--- config.mk ---
export PLATFORM = sky130hd
export DESIGN_NAME = dbdf_scale
export DESIGN_NICKNAME = d
export VERILOG_FILES = /design/src/rtl/dbdf_pkg.sv /design/src/rtl/dbdf_scale.sv
export SDC_FILE = /design/constraint.sdc
export NUM_CORES = 2
export LEC_CHECK = 0
export BUFFER_PORTS_ARGS = -buffer_cell sky130_fd_sc_hd__buf_2
export CAP_MARGIN = 20
export CORE_ASPECT_RATIO = 0.8
export CORE_UTILIZATION = 25
export CTS_BUF_LIST = sky130_fd_sc_hd__clkbuf_2 sky130_fd_sc_hd__clkbuf_4 sky130_fd_sc_hd__clkbuf_8
export CTS_CLUSTER_DIAMETER = 150
export DETAILED_ROUTE_END_ITERATION = 10
export MAX_ROUTING_LAYER = met4
export PLACE_DENSITY_LB_ADDON = 0.08
export SYNTH_ARGS = -nofsm -noshare
export SYNTH_HDL_FRONTEND = slang
export SYNTH_SLANG_ARGS = --single-unit
export TNS_END_PERCENT = 5
--- constraint.sdc ---
create_clock -name clk -period 15.78 [get_ports clk]
set_input_delay 3.156 -clock clk [delete_from_list [all_inputs] [get_ports clk]]
set_output_delay 3.156 -clock clk [all_outputs]
set_load 0.1 [all_outputs]
--- src/rtl/dbdf_pkg.sv ---
// Shared types and constants for the detection box decode filter.
package dbdf_pkg;

  localparam int NUM_CLASSES_DEF = 13;
  localparam int NUM_ANCHORS_DEF = 8400;

  localparam int VALUE_W  = 24;
  localparam int POS_W    = 5;
  localparam int ANCHOR_W = 14;
  localparam int CLASS_W  = 4;
  localparam int CONF_W   = 23;
  localparam int PIX_W    = 14;
  localparam int PAD_W    = 10;
  localparam int SCALE_W  = 16;
  localparam int FRAC_W   = 12;
  localparam int CFG_IDX_W  = 3;
  localparam int CFG_DATA_W = 23;

  // Q24 products: centre term is 25 x 17 bits, size term is 24 x 17 bits.
  localparam int CQ_W = 42;
  localparam int SQ_W = 41;

  typedef enum logic [CFG_IDX_W-1:0] {
    CFG_SCORE_THRESHOLD = 3'd0,
    CFG_PAD_X           = 3'd1,
    CFG_PAD_Y           = 3'd2,
    CFG_SCALE_X         = 3'd3,
    CFG_SCALE_Y         = 3'd4
  } cfg_reg_e;

  typedef struct packed {
    logic [CONF_W-1:0]  score_threshold;
    logic [PAD_W-1:0]   pad_x;
    logic [PAD_W-1:0]   pad_y;
    logic [SCALE_W-1:0] scale_x;
    logic [SCALE_W-1:0] scale_y;
  } cfg_t;

  typedef struct packed {
    logic signed [VALUE_W-1:0] value;
    logic                      frame_start;
  } in_word_t;

  typedef struct packed {
    logic [ANCHOR_W-1:0] anchor_index;
    logic [CLASS_W-1:0]  class_id;
    logic [CONF_W-1:0]   confidence;
    logic [PIX_W-1:0]    box_left;
    logic [PIX_W-1:0]    box_top;
    logic [PIX_W-1:0]    box_width;
    logic [PIX_W-1:0]    box_height;
  } out_word_t;

  // One anchor that passed the score test, with its raw box values.
  typedef struct packed {
    logic [ANCHOR_W-1:0]       anchor_index;
    logic [CLASS_W-1:0]        class_id;
    logic [CONF_W-1:0]         confidence;
    logic signed [VALUE_W-1:0] cx;
    logic signed [VALUE_W-1:0] cy;
    logic signed [VALUE_W-1:0] w;
    logic signed [VALUE_W-1:0] h;
  } dec_t;

endpackage

--- src/rtl/dbdf_scale.sv ---
// Box rescale: multiply stage, then edge, size and saturation into the result register.
module dbdf_scale (
  input  logic               clk,
  input  logic               rst_n,
  input  dbdf_pkg::cfg_t     cfg,
  input  logic               dec_valid,
  output logic               dec_ready,
  input  dbdf_pkg::dec_t     dec_word,
  output logic               out_valid,
  input  logic               out_stall,
  output dbdf_pkg::out_word_t out_word
);
  import dbdf_pkg::*;

  localparam int TW_W = CQ_W + 2;
  localparam int EDGE_SHIFT = 2 * FRAC_W + 1;
  localparam int SIZE_SHIFT = 2 * FRAC_W;
  localparam int EP_W = TW_W - 1 - EDGE_SHIFT;
  localparam int SP_W = SQ_W - 1 - SIZE_SHIFT;

  typedef struct packed {
    logic [ANCHOR_W-1:0]    anchor_index;
    logic [CLASS_W-1:0]     class_id;
    logic [CONF_W-1:0]      confidence;
    logic signed [CQ_W-1:0] xq;
    logic signed [CQ_W-1:0] yq;
    logic signed [SQ_W-1:0] wq;
    logic signed [SQ_W-1:0] hq;
  } prod_t;

  logic      m_valid_r, m_valid_nxt;
  prod_t     m_r, m_nxt;
  logic      o_valid_r, o_valid_nxt;
  out_word_t o_r, o_nxt;

  logic                      out_ready;
  logic                      m_adv;
  logic                      keep;
  logic signed [VALUE_W:0]   cx_off, cy_off;
  logic signed [SCALE_W:0]   sx, sy;
  logic [TW_W-1:0]           twice_x, twice_y;

  function automatic logic [PIX_W-1:0] edge_pix(input logic [TW_W-1:0] tw);
    logic [EP_W-1:0] p;
    p = tw[TW_W-2:EDGE_SHIFT];
    if (tw[TW_W-1]) begin
      return '0;
    end else if (|p[EP_W-1:PIX_W]) begin
      return '1;
    end else begin
      return p[PIX_W-1:0];
    end
  endfunction

  function automatic logic [PIX_W-1:0] size_pix(input logic [SQ_W-1:0] q);
    logic [SP_W-1:0] p;
    p = q[SQ_W-2:SIZE_SHIFT];
    if (q[SQ_W-1]) begin
      return '0;
    end else if (|p[SP_W-1:PIX_W]) begin
      return '1;
    end else begin
      return p[PIX_W-1:0];
    end
  endfunction

  assign out_ready = !o_valid_r || !out_stall;
  assign m_adv     = m_valid_r && (!keep || out_ready);
  assign dec_ready = !m_valid_r || m_adv;
  assign out_valid = o_valid_r;
  assign out_word  = o_r;

  // Multiply stage: centre minus padding, and both sizes, times the scale.
  always_comb begin
    sx     = $signed({1'b0, cfg.scale_x});
    sy     = $signed({1'b0, cfg.scale_y});
    cx_off = $signed({dec_word.cx[VALUE_W-1], dec_word.cx})
           - $signed({3'b000, cfg.pad_x, {FRAC_W{1'b0}}});
    cy_off = $signed({dec_word.cy[VALUE_W-1], dec_word.cy})
           - $signed({3'b000, cfg.pad_y, {FRAC_W{1'b0}}});
    m_nxt.anchor_index = dec_word.anchor_index;
    m_nxt.class_id     = dec_word.class_id;
    m_nxt.confidence   = dec_word.confidence;
    m_nxt.xq           = cx_off * sx;
    m_nxt.yq           = cy_off * sy;
    m_nxt.wq           = dec_word.w * sx;
    m_nxt.hq           = dec_word.h * sy;
    m_valid_nxt        = (m_valid_r && !m_adv) || (dec_valid && dec_ready);
  end

  // Edge stage: twice the left edge is 2*centre - size, all in Q24.
  always_comb begin
    twice_x = {m_r.xq[CQ_W-1], m_r.xq, 1'b0} - {{3{m_r.wq[SQ_W-1]}}, m_r.wq};
    twice_y = {m_r.yq[CQ_W-1], m_r.yq, 1'b0} - {{3{m_r.hq[SQ_W-1]}}, m_r.hq};
    // A box narrower or lower than one pixel is dropped.
    keep = !m_r.wq[SQ_W-1] && (|m_r.wq[SQ_W-2:SIZE_SHIFT])
        && !m_r.hq[SQ_W-1] && (|m_r.hq[SQ_W-2:SIZE_SHIFT]);
    o_nxt.anchor_index = m_r.anchor_index;
    o_nxt.class_id     = m_r.class_id;
    o_nxt.confidence   = m_r.confidence;
    o_nxt.box_left     = edge_pix(twice_x);
    o_nxt.box_top      = edge_pix(twice_y);
    o_nxt.box_width    = size_pix(m_r.wq);
    o_nxt.box_height   = size_pix(m_r.hq);
    o_valid_nxt        = (o_valid_r && out_stall) || (m_adv && keep);
  end

  always_ff @(posedge clk) begin
    if (!rst_n) begin
      m_valid_r <= 1'b0;
      o_valid_r <= 1'b0;
    end else begin
      m_valid_r <= m_valid_nxt;
      o_valid_r <= o_valid_nxt;
    end
  end

  always_ff @(posedge clk) begin
    if (dec_valid && dec_ready) begin
      m_r <= m_nxt;
    end
    if (m_adv && keep) begin
      o_r <= o_nxt;
    end
  end

endmodule

==> metrics.md <==
| Metric | Value |
|---|---|
| Status | finished clean |
| Root Buffer | clkbuf_8 |
| H-Tree Depth | 2 |
| Min Tclk post-route | 11670 ps |
| Starting density of the core | around a quarter |
| Met3 Track Usage GR | approximately 2.6% |
| Synth Flop Type | edfxtp_1 |
| Die height | between 400 and 500 um |
| Final WL | 223 mm |
| Pin count of the biggest net entering global routing | 143 |
| Post-DP HPWL | around 170 mm |
| Critical Path RT | around 16000 ps |
| Final Slew Violations | 0 |
| Max clock buf depth | 3 |
| Setup_tns | 0 ps |
| Biggest area consumer among synthesized cells | fa_1 |
| Tightest Pin Transition | 1150 ps |
| Num ports | 315 |
| TritonCTS sink count | slightly above 300 |
| Sequential fraction of the synthesis area | a little over an eighth |
| Final setup violation count | 0 |
| Post-synthesis cell type count | 86 |
| Die width | 595 um |
| Initial antenna violation count | 27 |
| Synth Register Bits | slightly above 300 |
| Gpl congestion | approximately 0.8 |
| Top-area cell type share of the netlist area | between 40% and 50% |
| TritonRoute pass-1 iters | 5 |
| Maximum fanout along the worst path | 16 |
| Layout Skew | roughly 70 ps |
| Cell mode on critical path | fa_1 |
| Syn Inst Count | between 7000 and 8000 |
| CP endpoint kind | flip-flop |
| Core ar. | roughly 280000 sq um |
| Clock Pin Slew Worst Setup and Hold Paths | 60 ps |
| CP max stage delay | around 850 ps |
| R2r setup slk | around 11000 ps |
| Vias in the first global route | between 50000 and 60000 |
| Vias/cell | between 4 and 5 |
| Worst hold path class | reg2reg |
| Hold Vio Cnt, Final | 0 |
| Syn Nets | roughly 9700 |
| First-pass GRT wire length | around 340 mm |
| Via count of the routed design | between 40000 and 50000 |
| Type of the worst setup path | in2reg |
| # nets final | between 9000 and 10000 |
| Critical path arrival | ~12000 ps |
| Detailed-route wire length per cell | about 20 um |
| Die area | about 280000 sq um |
| Clock Latency Late Sink | 720 ps |
| Global Route met2 Usage | roughly a quarter |
| Area delta synth->final | 9.74% |
| Ranking of synthesized cells by area | fa_1 43%, edfxtp_1 13%, inv_1 10% |
| Tcrit/Tclk final | between 70% and 80% |
| Syn avg cell area | around 9.5 sq um |
| ANT nets after route | 0 |
| Critical-path top delay cell | o31a_1 |
| Max Cap Viol | 0 |
| Cts bufs inserted | 57 |
| Fmax | ~86 MHz |
| # rows | 173 |
| Slew headroom | 23.6% |
| Ys Warns | 0 |
| Post-synthesis cell area | about 70000 sq um |
| PortBufs | about 290 |
| RSZ-0062 raised after global routing | no |
| Starting DRT DRC Count | ~2400 |
| CTS hold repair buffers | 0 |
| Post-cts gate resize count | 0 |
| CTS tree | yes |
| Ys async rst share | 0% |
| Global route total overflow | 0 |
| Gr usage total | ~16% |
| Share of cells above drive strength 1 | around 6.6% |
| Most used routing layer | met1 |
| Remaining DRCs | 0 |
| Met1 usage | between 20 and 25% |
| Post-synth EDFFs | between 300 and 400 |
| CP Launch Type | primary input |
| Postcts setup bufs | 0 |
==> per-layer routing <==
metal,vias to the layer above,part of all wire (%)
li1,22319,-
met1,25174,52
met2,917,42
met3,167,5.0
met4,0,1.3
met5,-,0
==> path summary, 6_finish.rpt <==
check             startpoint           end  cells after the start
setup / recovery     cfg[33]      m_r[122]                     33
setup reg to reg     m_r[29]       m_r[85]                      8
hold / removal      m_r[199]  out_word[89]                      0
hold reg to reg     m_r[199]  out_word[89]                      0
==> registers in the layout (all words and copies together), names as in the netlist <==
signal / count
out_word: 97
m_r: 207
out_valid: 1
m_valid_r: 1
==> cells by family (layout without fill, tap and decap cells) <==
family                     after synthesis  in the layout  synth area share [%]
buffers and inverters                 2219           2388                  11.9
adders and majority gates             2048           2048                  52.7
and+or+nand+nor                       2006           2006                  13.8
AOI/OAI and AO/OA                      630            630                  5.88
DFF                                    306            306                  13.0
xor gates and xnor gates               217            217                  2.70
muxes                                    3              3                0.0427
other                                    0             14                     0
==> cells in the mapped netlist (42+ instances only) <==
library cell and number:
fa_1 1525, a21o_1 82, xnor2_1 164, nor2_1 140, o21a_1 58, and2_1 604, a21oi_1 159, xor2_1 53
nor2b_1 42, nand2b_1 72, clkbuf_1 277, edfxtp_1 304, nand2_1 974, o21ai_0 98, inv_1 1933, ha_1 517
a31oi_1 43
==> cell usage in the layout (no fill, tap or decap), types with 98 or more instances in the layout <==
cell | Yosys | routed
edfxtp_1 | 304 | 304
nor2_1 | 140 | 132
inv_1 | 1933 | 1933
buf_2 | 3 | 285
nand2_1 | 974 | 974
o21ai_0 | 98 | 98
and2_1 | 604 | 604
a21oi_1 | 159 | 159
fa_1 | 1525 | 1525
ha_1 | 517 | 517
xnor2_1 | 164 | 163
==> final cells by class <==
| cell class | instances | area [sq um] |
|---|---|---|
| inverter | 1933 | 7260 |
| multi-input combinational | 4904 | 52900 |
| sequential | 306 | 9170 |
| clock buffer | 69 | 881 |
| antenna | 14 | 35.0 |
| clock inverter | 34 | 433 |
| fill | 29982 | 202000 |
| tap | 3675 | 4600 |
| timing repair buffer | 352 | 1940 |
==> worst max-delay path, delay by kind of cell <==
family | cells | cell delay, ps
fa+ha+maj | 8 | 3720
compound gates | 14 | 3610
simple gates | 5 | 1200
buf+inv | 5 | 300
xor+xnor | 1 | 90
==> metrics by stage <==
stage | std cells | worst slack [ps] | hold WS [ps] | cell area [sq um] | util [%]
final | 11287 | 4110 | 416 | 77200 | 27.7
after global routing | 11281 | 3380 | 420 | 77200 | 27.7
after detailed placement | 11169 | 3340 | 405 | 75900 | 27.2
after CTS | 11272 | 4110 | 411 | 77200 | 27.7
after global placement | 11168 | 3300 | 401 | 75900 | 27.2
after floorplan | 7429 | 2510 | 400 | 70400 | -
Power is left out: the tool's default activity adds up to more than one toggle a clock period on the data nets, which glitch-free logic cannot reach.
