==> config.mk <==
export PLATFORM = sky130hd
export DESIGN_NAME = dbdf_track
export DESIGN_NICKNAME = d
export VERILOG_FILES = /design/src/rtl/dbdf_pkg.sv /design/src/rtl/dbdf_track.sv
export SDC_FILE = /design/constraint.sdc
export NUM_CORES = 1
export LEC_CHECK = 0
export ABC_CLOCK_PERIOD_IN_PS = 19130
export BUFFER_PORTS_ARGS = -buffer_cell sky130_fd_sc_hd__buf_2
export CORE_MARGIN = 3
export CORE_UTILIZATION = 50
export CTS_CLUSTER_SIZE = 30
export DETAILED_ROUTE_END_ITERATION = 8
export GPL_TIMING_DRIVEN = 0
export HOLD_SLACK_MARGIN = 0.1
export PLACE_DENSITY = 0.81
export SLEW_MARGIN = 25
export SYNTH_ARGS = -nofsm -noshare
export SYNTH_HDL_FRONTEND = slang
export SYNTH_SLANG_ARGS = --single-unit
==> constraint.sdc <==
create_clock -name clk -period 19.13 [get_ports clk]
set_clock_uncertainty 0.05 [all_clocks]
set_input_delay 1.913 -clock clk [delete_from_list [all_inputs] [get_ports clk]]
set_output_delay 1.913 -clock clk [all_outputs]
set_load 0.02 [all_outputs]
==> src/rtl/dbdf_pkg.sv <==
// Shared types and constants for the detection box decode filter.
package dbdf_pkg;

  localparam int NUM_CLASSES_DEF = 13;
  localparam int NUM_ANCHORS_DEF = 8400;

  localparam int VALUE_W  = 24;
  localparam int POS_W    = 5;
  localparam int ANCHOR_W = 14;
  localparam int CLASS_W  = 4;
  localparam int CONF_W   = 23;
  localparam int PIX_W    = 14;
  localparam int PAD_W    = 10;
  localparam int SCALE_W  = 16;
  localparam int FRAC_W   = 12;
  localparam int CFG_IDX_W  = 3;
  localparam int CFG_DATA_W = 23;

  // Q24 products: centre term is 25 x 17 bits, size term is 24 x 17 bits.
  localparam int CQ_W = 42;
  localparam int SQ_W = 41;

  typedef enum logic [CFG_IDX_W-1:0] {
    CFG_SCORE_THRESHOLD = 3'd0,
    CFG_PAD_X           = 3'd1,
    CFG_PAD_Y           = 3'd2,
    CFG_SCALE_X         = 3'd3,
    CFG_SCALE_Y         = 3'd4
  } cfg_reg_e;

  typedef struct packed {
    logic [CONF_W-1:0]  score_threshold;
    logic [PAD_W-1:0]   pad_x;
    logic [PAD_W-1:0]   pad_y;
    logic [SCALE_W-1:0] scale_x;
    logic [SCALE_W-1:0] scale_y;
  } cfg_t;

  typedef struct packed {
    logic signed [VALUE_W-1:0] value;
    logic                      frame_start;
  } in_word_t;

  typedef struct packed {
    logic [ANCHOR_W-1:0] anchor_index;
    logic [CLASS_W-1:0]  class_id;
    logic [CONF_W-1:0]   confidence;
    logic [PIX_W-1:0]    box_left;
    logic [PIX_W-1:0]    box_top;
    logic [PIX_W-1:0]    box_width;
    logic [PIX_W-1:0]    box_height;
  } out_word_t;

  // One anchor that passed the score test, with its raw box values.
  typedef struct packed {
    logic [ANCHOR_W-1:0]       anchor_index;
    logic [CLASS_W-1:0]        class_id;
    logic [CONF_W-1:0]         confidence;
    logic signed [VALUE_W-1:0] cx;
    logic signed [VALUE_W-1:0] cy;
    logic signed [VALUE_W-1:0] w;
    logic signed [VALUE_W-1:0] h;
  } dec_t;

endpackage

==> src/rtl/dbdf_track.sv <==
// Element tracking: counters, box capture, best class search and score test.
module dbdf_track #(
  parameter int NUM_CLASSES = dbdf_pkg::NUM_CLASSES_DEF,
  parameter int NUM_ANCHORS = dbdf_pkg::NUM_ANCHORS_DEF
) (
  input  logic              clk,
  input  logic              rst_n,
  input  dbdf_pkg::cfg_t    cfg,
  input  logic              in_valid,
  output logic              in_stall,
  input  dbdf_pkg::in_word_t in_word,
  output logic              dec_valid,
  input  logic              dec_ready,
  output dbdf_pkg::dec_t    dec_word
);
  import dbdf_pkg::*;

  localparam int NumBox = 4;
  localparam logic [POS_W-1:0] LastPos = POS_W'(NumBox - 1 + NUM_CLASSES);
  localparam logic [POS_W-1:0] FirstScore = POS_W'(NumBox);

  logic [POS_W-1:0]          pos_r, pos_nxt;
  logic [ANCHOR_W-1:0]       anchor_r, anchor_nxt;
  logic signed [VALUE_W-1:0] box_r [NumBox];
  logic signed [VALUE_W-1:0] best_r, best_nxt;
  logic [CLASS_W-1:0]        class_r, class_nxt;
  logic                      dec_valid_r, dec_valid_nxt;
  dec_t                      dec_r, dec_nxt;

  logic                      accept;
  logic [POS_W-1:0]          pos_eff;
  logic [ANCHOR_W-1:0]       anchor_eff;
  logic [POS_W-1:0]          cls_full;
  logic                      is_score;
  logic                      is_last;
  logic                      pass;
  logic [ANCHOR_W:0]         anchor_inc;

  assign in_stall  = dec_valid_r && !dec_ready;
  assign accept    = in_valid && !in_stall;
  assign dec_valid = dec_valid_r;
  assign dec_word  = dec_r;

  always_comb begin
    pos_eff    = in_word.frame_start ? '0 : pos_r;
    anchor_eff = in_word.frame_start ? '0 : anchor_r;
    cls_full   = pos_eff - FirstScore;
    is_score   = (pos_eff >= FirstScore);
    is_last    = (pos_eff >= LastPos);

    best_nxt  = best_r;
    class_nxt = class_r;
    if (is_score && ((cls_full == '0) || (in_word.value > best_r))) begin
      best_nxt  = in_word.value;
      class_nxt = cls_full[CLASS_W-1:0];
    end

    // A negative best score never passes since the threshold is unsigned.
    pass = (best_nxt >= $signed({1'b0, cfg.score_threshold}));

    anchor_inc = {1'b0, anchor_eff} + (ANCHOR_W+1)'(1);
    if (is_last) begin
      pos_nxt    = '0;
      anchor_nxt = (anchor_inc >= (ANCHOR_W+1)'(NUM_ANCHORS)) ? '0
                                                             : anchor_inc[ANCHOR_W-1:0];
    end else begin
      pos_nxt    = pos_eff + POS_W'(1);
      anchor_nxt = anchor_eff;
    end

    dec_nxt.anchor_index = anchor_eff;
    dec_nxt.class_id     = class_nxt;
    dec_nxt.confidence   = best_nxt[CONF_W-1:0];
    dec_nxt.cx           = box_r[0];
    dec_nxt.cy           = box_r[1];
    dec_nxt.w            = box_r[2];
    dec_nxt.h            = box_r[3];

    dec_valid_nxt = (dec_valid_r && !dec_ready) || (accept && is_last && pass);
  end

  always_ff @(posedge clk) begin
    if (!rst_n) begin
      pos_r       <= '0;
      anchor_r    <= '0;
      dec_valid_r <= 1'b0;
    end else begin
      dec_valid_r <= dec_valid_nxt;
      if (accept) begin
        pos_r    <= pos_nxt;
        anchor_r <= anchor_nxt;
      end
    end
  end

  always_ff @(posedge clk) begin
    if (accept) begin
      best_r  <= best_nxt;
      class_r <= class_nxt;
      if (!is_score) begin
        box_r[pos_eff[1:0]] <= in_word.value;
      end
      if (is_last && pass) begin
        dec_r <= dec_nxt;
      end
    end
  end

  a_pos_range: assert property (@(posedge clk) disable iff (!rst_n)
    pos_r <= LastPos)
    else $error("element position ran past the last score");

  a_anchor_range: assert property (@(posedge clk) disable iff (!rst_n)
    {1'b0, anchor_r} < (ANCHOR_W+1)'(NUM_ANCHORS))
    else $error("anchor counter ran past the anchor count");

  a_dec_hold: assert property (@(posedge clk) disable iff (!rst_n)
    dec_valid_r && !dec_ready |=> dec_valid_r && $stable(dec_r))
    else $error("pending anchor lost or changed while waiting");

  a_dec_pass: assert property (@(posedge clk) disable iff (!rst_n)
    dec_valid_r |-> dec_r.confidence >= cfg.score_threshold)
    else $error("anchor below threshold forwarded");

endmodule

==> results.toml, run 1 <==
[pwr]
clockPowerShare = 0.435
ir_drop_v = 0.0000659
power.total_mw = 1.31
sw_frac_of_total = 0.200
p_per_area_mw_per_mm2 = 95.7
p_leak_nw = 5.36
combPwrFrac = 0.043
p_int_mw = 1.05
pwr-share-seq = 0.522
power.switching_mw = 0.261

[layout]
syn_to_final_growth_pct = 22.9
multi_input_area_sq_mm = 0.00256
drive_gt1_frac = 0.317
final_nets = 1081
fillers = 1493
final_cell_mix = "edfxtp_1, buf_2, inv_1, ha_1, nand2_1"
seqCellArea_sq_mm = 0.00824
post-route-util = 0.638
final_common_cell = "edfxtp_1"

[timing]
finalCritPeriodShare = 0.424
clock.fmax_mhz = 123
fin_crit_ns = 8.11
finalHoldViolCount = 0
max-slew-margin-rel = 0.514
tns_ns = 0
rsz0062_at_grt = "false"
report.final.slew_viol_count = 0
setup-violations-final = 0
tightest_slew_ns = 0.729

[floorplan]
start_util = 0.519
die_w_um = 155
design.die.area_sq_mm = 0.0241
pin_count = 243
die_height_um = 155
rows = 53
coreArea_sq_mm = 0.0214

[route]
dr_total_vias = 6551
wl_per_cell_um = 19.2
drtAntennaViolNets = 0
wl_mm = 23.4
viasPerCell = 5.37
drtIter0Drc = 350
firstDrtPassIters = 5
drc_errors = 0

[logic_synthesis]
syn-cell-area_sq_mm = 0.0111
syn_area_per_cell_sq_um = 16.0
synth_flop_cell = "edfxtp_1"
synth_enable_flop_cells = 261
async_flop_share = 0
synthDistinctLibCells = 59
ys_seq_area_frac = 0.741
ys_ff_latch = 281
ys_warn_count = 0
synthCells = 693
syn_nets = 852

[grt]
grt_max_degree = 29
grt_usage = 0.190
antenna_found_initial = 1
grt_overflow = 0
grt_pass1_wl_mm = 35.9
grt_pass1_vias = 6606

[job]
drv_cap = 0

[clock_tree]
clkSinkCount = 281
clk_latency_ns = 0.52
post_cts_buffers = 0
cts_hold_buf = 0
path_clk_slew_ns = 0.06
ctsResizeCount = 0
cts_tree = "done"
cts-buffers-inserted = 28
htree_levels = 1
clock_tree.root_cell = "clkbuf_16"
cts_buffer_depth = 3

[placement]
port_buffers = 189
gp_congestion = 0.831
place_hpwl_mm = 16.7

[worst_setup_path]
crit_type = "in -> reg"
crit_path_start = "in_word[0]"
cp-end-kind = "register"
start_kind = "primary input"
critical_path_buf_inv_count = 8
cp_top_family = "compound AO/OA/AOI/OAI gates"
path_cells = "buf_2 -> clkbuf_1 -> clkbuf_1 -> nand2b_1 -> ha_1 -> o21ai_0 -> o21ai_1 -> o31a_1 -> inv_1 -> o21ai_2 -> buf_2 -> mux2_2 -> ha_1 -> a21o_1 -> a211oi_1 -> o31ai_1 -> a21oi_1 -> o31ai_1 -> nand3_1 -> nor2_4 -> buf_16 -> buf_12 -> buf_16"
worstPathRequired_ns = 19.31
cp_max_fo = 25
crit_arrival_ns = 8.28
worstReg2RegStart = "best_r[23]$_DFFE_PP_"
critical-path-max-stage-delay_ns = 0.53
cp_slowest_cell = "o21ai_2"

[hold_path]
hp-class = "reg -> reg"
min_from = "box_r[0][18]$_DFFE_PP_"

[outcome]
status = "complete, no violations"
worst reg2reg max path, stage by stage, from the launching register on:
cell	delay [ns]
edfxtp_1	0.39
inv_1	0.06
ha_1	0.37
nand4_1	0.17
nor4b_1	0.48
nand3b_1	0.15
o2111ai_1	0.19
nor2_1	0.13
xnor2_1	0.15
o21ai_2	0.52
buf_2	0.41
mux2_2	0.43
ha_1	0.28
a21o_1	0.11
a211oi_1	0.06
o31ai_1	0.46
a21oi_1	0.19
o31ai_1	0.53
nand3_1	0.20
nor2_4	0.45
buf_16	0.23
buf_12	0.20
buf_16	0.19
cells in the mapped netlist, drive strengths merged (9+ instances only):
cell type	instances	area, sq um
a21o	12	90.1
nand2	33	140
inv	63	236
nand3	12	65.1
buf	9	57.6
nor2b	12	75.1
nor2	21	78.8
nand2b	12	75.1
clkbuf	9	33.8
edfxtp	261	7840
o21ai	14	73.8
a21oi	25	129
mux2	26	293
dfxtp	20	400
o31ai	11	96.3
ha	55	688
nand4	17	106
through the flow:
step                      hold slack (ns)  instances  worst slack [ns]  area (sq um)
after floorplan                     0.350        693              7.31         11100
after global placement              0.350       1157              2.97         12400
after detailed placement            0.355       1167             10.47         12700
after CTS                           0.369       1218             11.01         13700
after global routing                0.374       1219             10.60         13700
final                               0.367       1220             11.02         13700
layout make-up:
class,count,area share
flip-flops and latches,281,0.603
multi-input cells,331,0.188
repair buffers,199,0.0883
clock buffers,32,0.0539
well taps,275,0.0252
clock inverters,19,0.0174
inverters,63,0.0173
plain buffers,18,0.00678
diodes,2,0.000366
sequential cells by signal, indices dropped and copies added (netlist names):
register   count
anchor_r      14
pos_r          5
box_r         96
dec_word     137
best_r        24
dec_valid      1
class_r        4
final timing paths:
path                                                to  slack [ns]  depth (start not counted)
worst max register to register  dec_word[64]$_DFFE_PP_       12.43                         22
worst min register to register  dec_word[90]$_DFFE_PP_        0.37                          0
worst max-delay path            dec_word[64]$_DFFE_PP_       11.02                         23
worst min-delay path            dec_word[90]$_DFFE_PP_        0.37                          0
routing by layer:
layer	GRT usage	vias to the layer above	part of all wire
li1	-	3092	-
met1	0.247	3191	0.41
met2	0.339	241	0.51
met3	0.0306	27	0.072
met4	0.0387	0	0.014
met5	0	-	0
power groups by stage:
stage | combinational (mW) | sequential (mW) | clock, mW
detailed placement | 0.0565 | 0.695 | 0
CTS | 0.0571 | 0.682 | 0.577
global route | 0.0638 | 0.683 | 0.603
global placement | 0.0522 | 0.695 | 0
floorplan | 0.0321 | 0.694 | 0
finish | 0.0564 | 0.682 | 0.569
cell families after synthesis:
logic type      after synthesis  synth area share
compound gates               97            0.0607
xor+xnor                      4           0.00315
fa+ha+maj                    55            0.0619
buf+inv                      81            0.0295
flops                       281             0.741
mux                          30            0.0299
simple gates                145            0.0738
Power figures use the tool's default switching activity.
==> run 2, diff against run 1 <==
- ABC_CLOCK_PERIOD_IN_PS: 19130 -> 7700
- clock period: 19.13 -> 7.7 ns (I/O delays scaled with it)
==> run 2 against run 1 <==
  * Die area is the same
  * Clock power grew 120%
  * First-iteration DRC count grew 32%
  * Sequential power grew 150%
  * Setup slack lost 10 ns
  * Routed wire length shrank 1.4%
  * Register-to-register slack lost 12 ns
  * Critical path depth is the same
  * Non-clock buffer count shrank 1
  * Cell area shrank 1.2%
  * Utilization shrank 0.77 points
==> results.toml, run 2 (synthesized netlist as in run 1, its figures left out) <==
[outcome]
status = "complete, no violations"

[route]
wl_mm = 23.0
firstDrtPassIters = 5
viasPerCell = 5.32
drtIter0Drc = 463
drc_errors = 0
dr_total_vias = 6462
drtAntennaViolNets = 0
wl_per_cell_um = 19.0

[clock_tree]
post_cts_buffers = 0
ctsResizeCount = 0
cts-buffers-inserted = 27
clock_tree.root_cell = "clkbuf_16"
cts_tree = "done"
cts_hold_buf = 0
htree_levels = 1
clkSinkCount = 281
cts_buffer_depth = 3
clk_latency_ns = 0.52
path_clk_slew_ns = 0.06

[timing]
finalCritPeriodShare = 0.926
report.final.slew_viol_count = 0
tns_ns = 0
rsz0062_at_grt = "false"
setup-violations-final = 0
tightest_slew_ns = 0.729
fin_crit_ns = 7.13
layout_setup_ws_ns = 0.573
clock.fmax_mhz = 140
finalHoldViolCount = 0
max-slew-margin-rel = 0.514

[worst_setup_path]
start_kind = "primary input"
cp_max_fo = 24
crit_type = "in -> reg"
r2r-end = "dec_word[75]$_DFFE_PP_"
reg2reg_slack_ns = 0.82
cp-end-kind = "register"
crit_arrival_ns = 7.30
worstPathRequired_ns = 7.88
worstReg2RegStart = "best_r[23]$_DFFE_PP_"
r2r_cells = 22
crit_path_start = "in_word[0]"

[hold_path]
min_from = "box_r[0][15]$_DFFE_PP_"
hp-class = "reg -> reg"
holdPathStages = 0
holdPathEnd = "dec_word[87]$_DFFE_PP_"

[placement]
place_hpwl_mm = 16.3
port_buffers = 189
place_area_sq_mm = 0.0127
gp_congestion = 0.862
place_ws_ns = -0.0612

[floorplan]
rows = 53
coreArea_sq_mm = 0.0214
start_util = 0.519
design.die.area_sq_mm = 0.0241
die_height_um = 155
die_w_um = 155
pin_count = 243

[layout]
syn_to_final_growth_pct = 21.4
design_area_sq_mm = 0.0135
final_common_cell = "edfxtp_1"
largest_reg_flops = 137
final_nets = 1079
final_cell_mix = "edfxtp_1, buf_2, inv_1, ha_1, nand2_1"
drive_gt1_frac = 0.310
post-route-util = 0.630

[grt]
grt_overflow = 0
grt_max_degree = 25
antenna_found_initial = 0
grt_usage = 0.186
grt_pass1_wl_mm = 35.1
grt_pass1_vias = 6268

[pwr]
p_leak_nw = 5.28
power.total_mw = 3.07
ir_drop_v = 0.000131
p_per_area_mw_per_mm2 = 228

[job]
drv_cap = 0
[run 2: worst max path at each step]
stage,endpoint,slack (ns),cells after the start
after floorplan,dec_word[0]$_DFFE_PP_,0.85,17
after global placement,dec_word[62]$_DFFE_PP_,-1.89,20
after detailed placement,dec_word[74]$_DFFE_PP_,-0.06,23
after CTS,dec_word[74]$_DFFE_PP_,0.47,23
after global routing,dec_word[74]$_DFFE_PP_,0.07,23
final,dec_word[75]$_DFFE_PP_,0.57,23
[run 2: layout make-up]
type | count | area [sq um]
Buffer | 18 | 92.6
Timing Repair Buffer | 198 | 1190
Tap cell | 275 | 344
Multi-Input combinational cell | 331 | 2560
Sequential cell | 281 | 8240
Inverter | 63 | 236
Fill cell | 1476 | 7920
Clock inverter | 18 | 150
Clock buffer | 29 | 683
Antenna cell | 1 | 2.50
[run 2: critical path, stage by stage]
cell,delay [ns]
buf_2,0.15
clkbuf_1,0.41
clkbuf_1,0.46
nand2b_1,0.23
ha_1,0.18
o21ai_0,0.08
o21ai_1,0.21
o31a_1,0.27
inv_1,0.07
o21ai_2,0.52
buf_2,0.40
mux2_2,0.42
ha_1,0.29
a21o_1,0.10
a211oi_1,0.07
o31ai_1,0.51
a21oi_1,0.19
o31ai_1,0.57
nand3_1,0.21
nor2_4,0.49
buf_12,0.26
buf_16,0.20
buf_16,0.18
[run 2: per-layer routing]
layer,global-route usage,wire (um),up-vias
li1,-,-,3076
met1,0.249,9680,3100
met2,0.325,11400,251
met3,0.0295,1620,35
met4,0.0366,342,0
met5,0,0,-
[run 2: power by group]
part | internal, mW | switching (mW)
Sequential | 1.69 | 0.00828
Clock | 0.707 | 0.532
Combinational | 0.0555 | 0.0855
[run 2: stage by stage]
stage          hold slack, ns  std cells
6_report                0.361       1214
5_1_grt                 0.365       1213
4_1_cts                 0.361       1213
3_5_place_dp            0.355       1166
3_3_place_gp            0.350       1157
2_1_floorplan           0.350        693
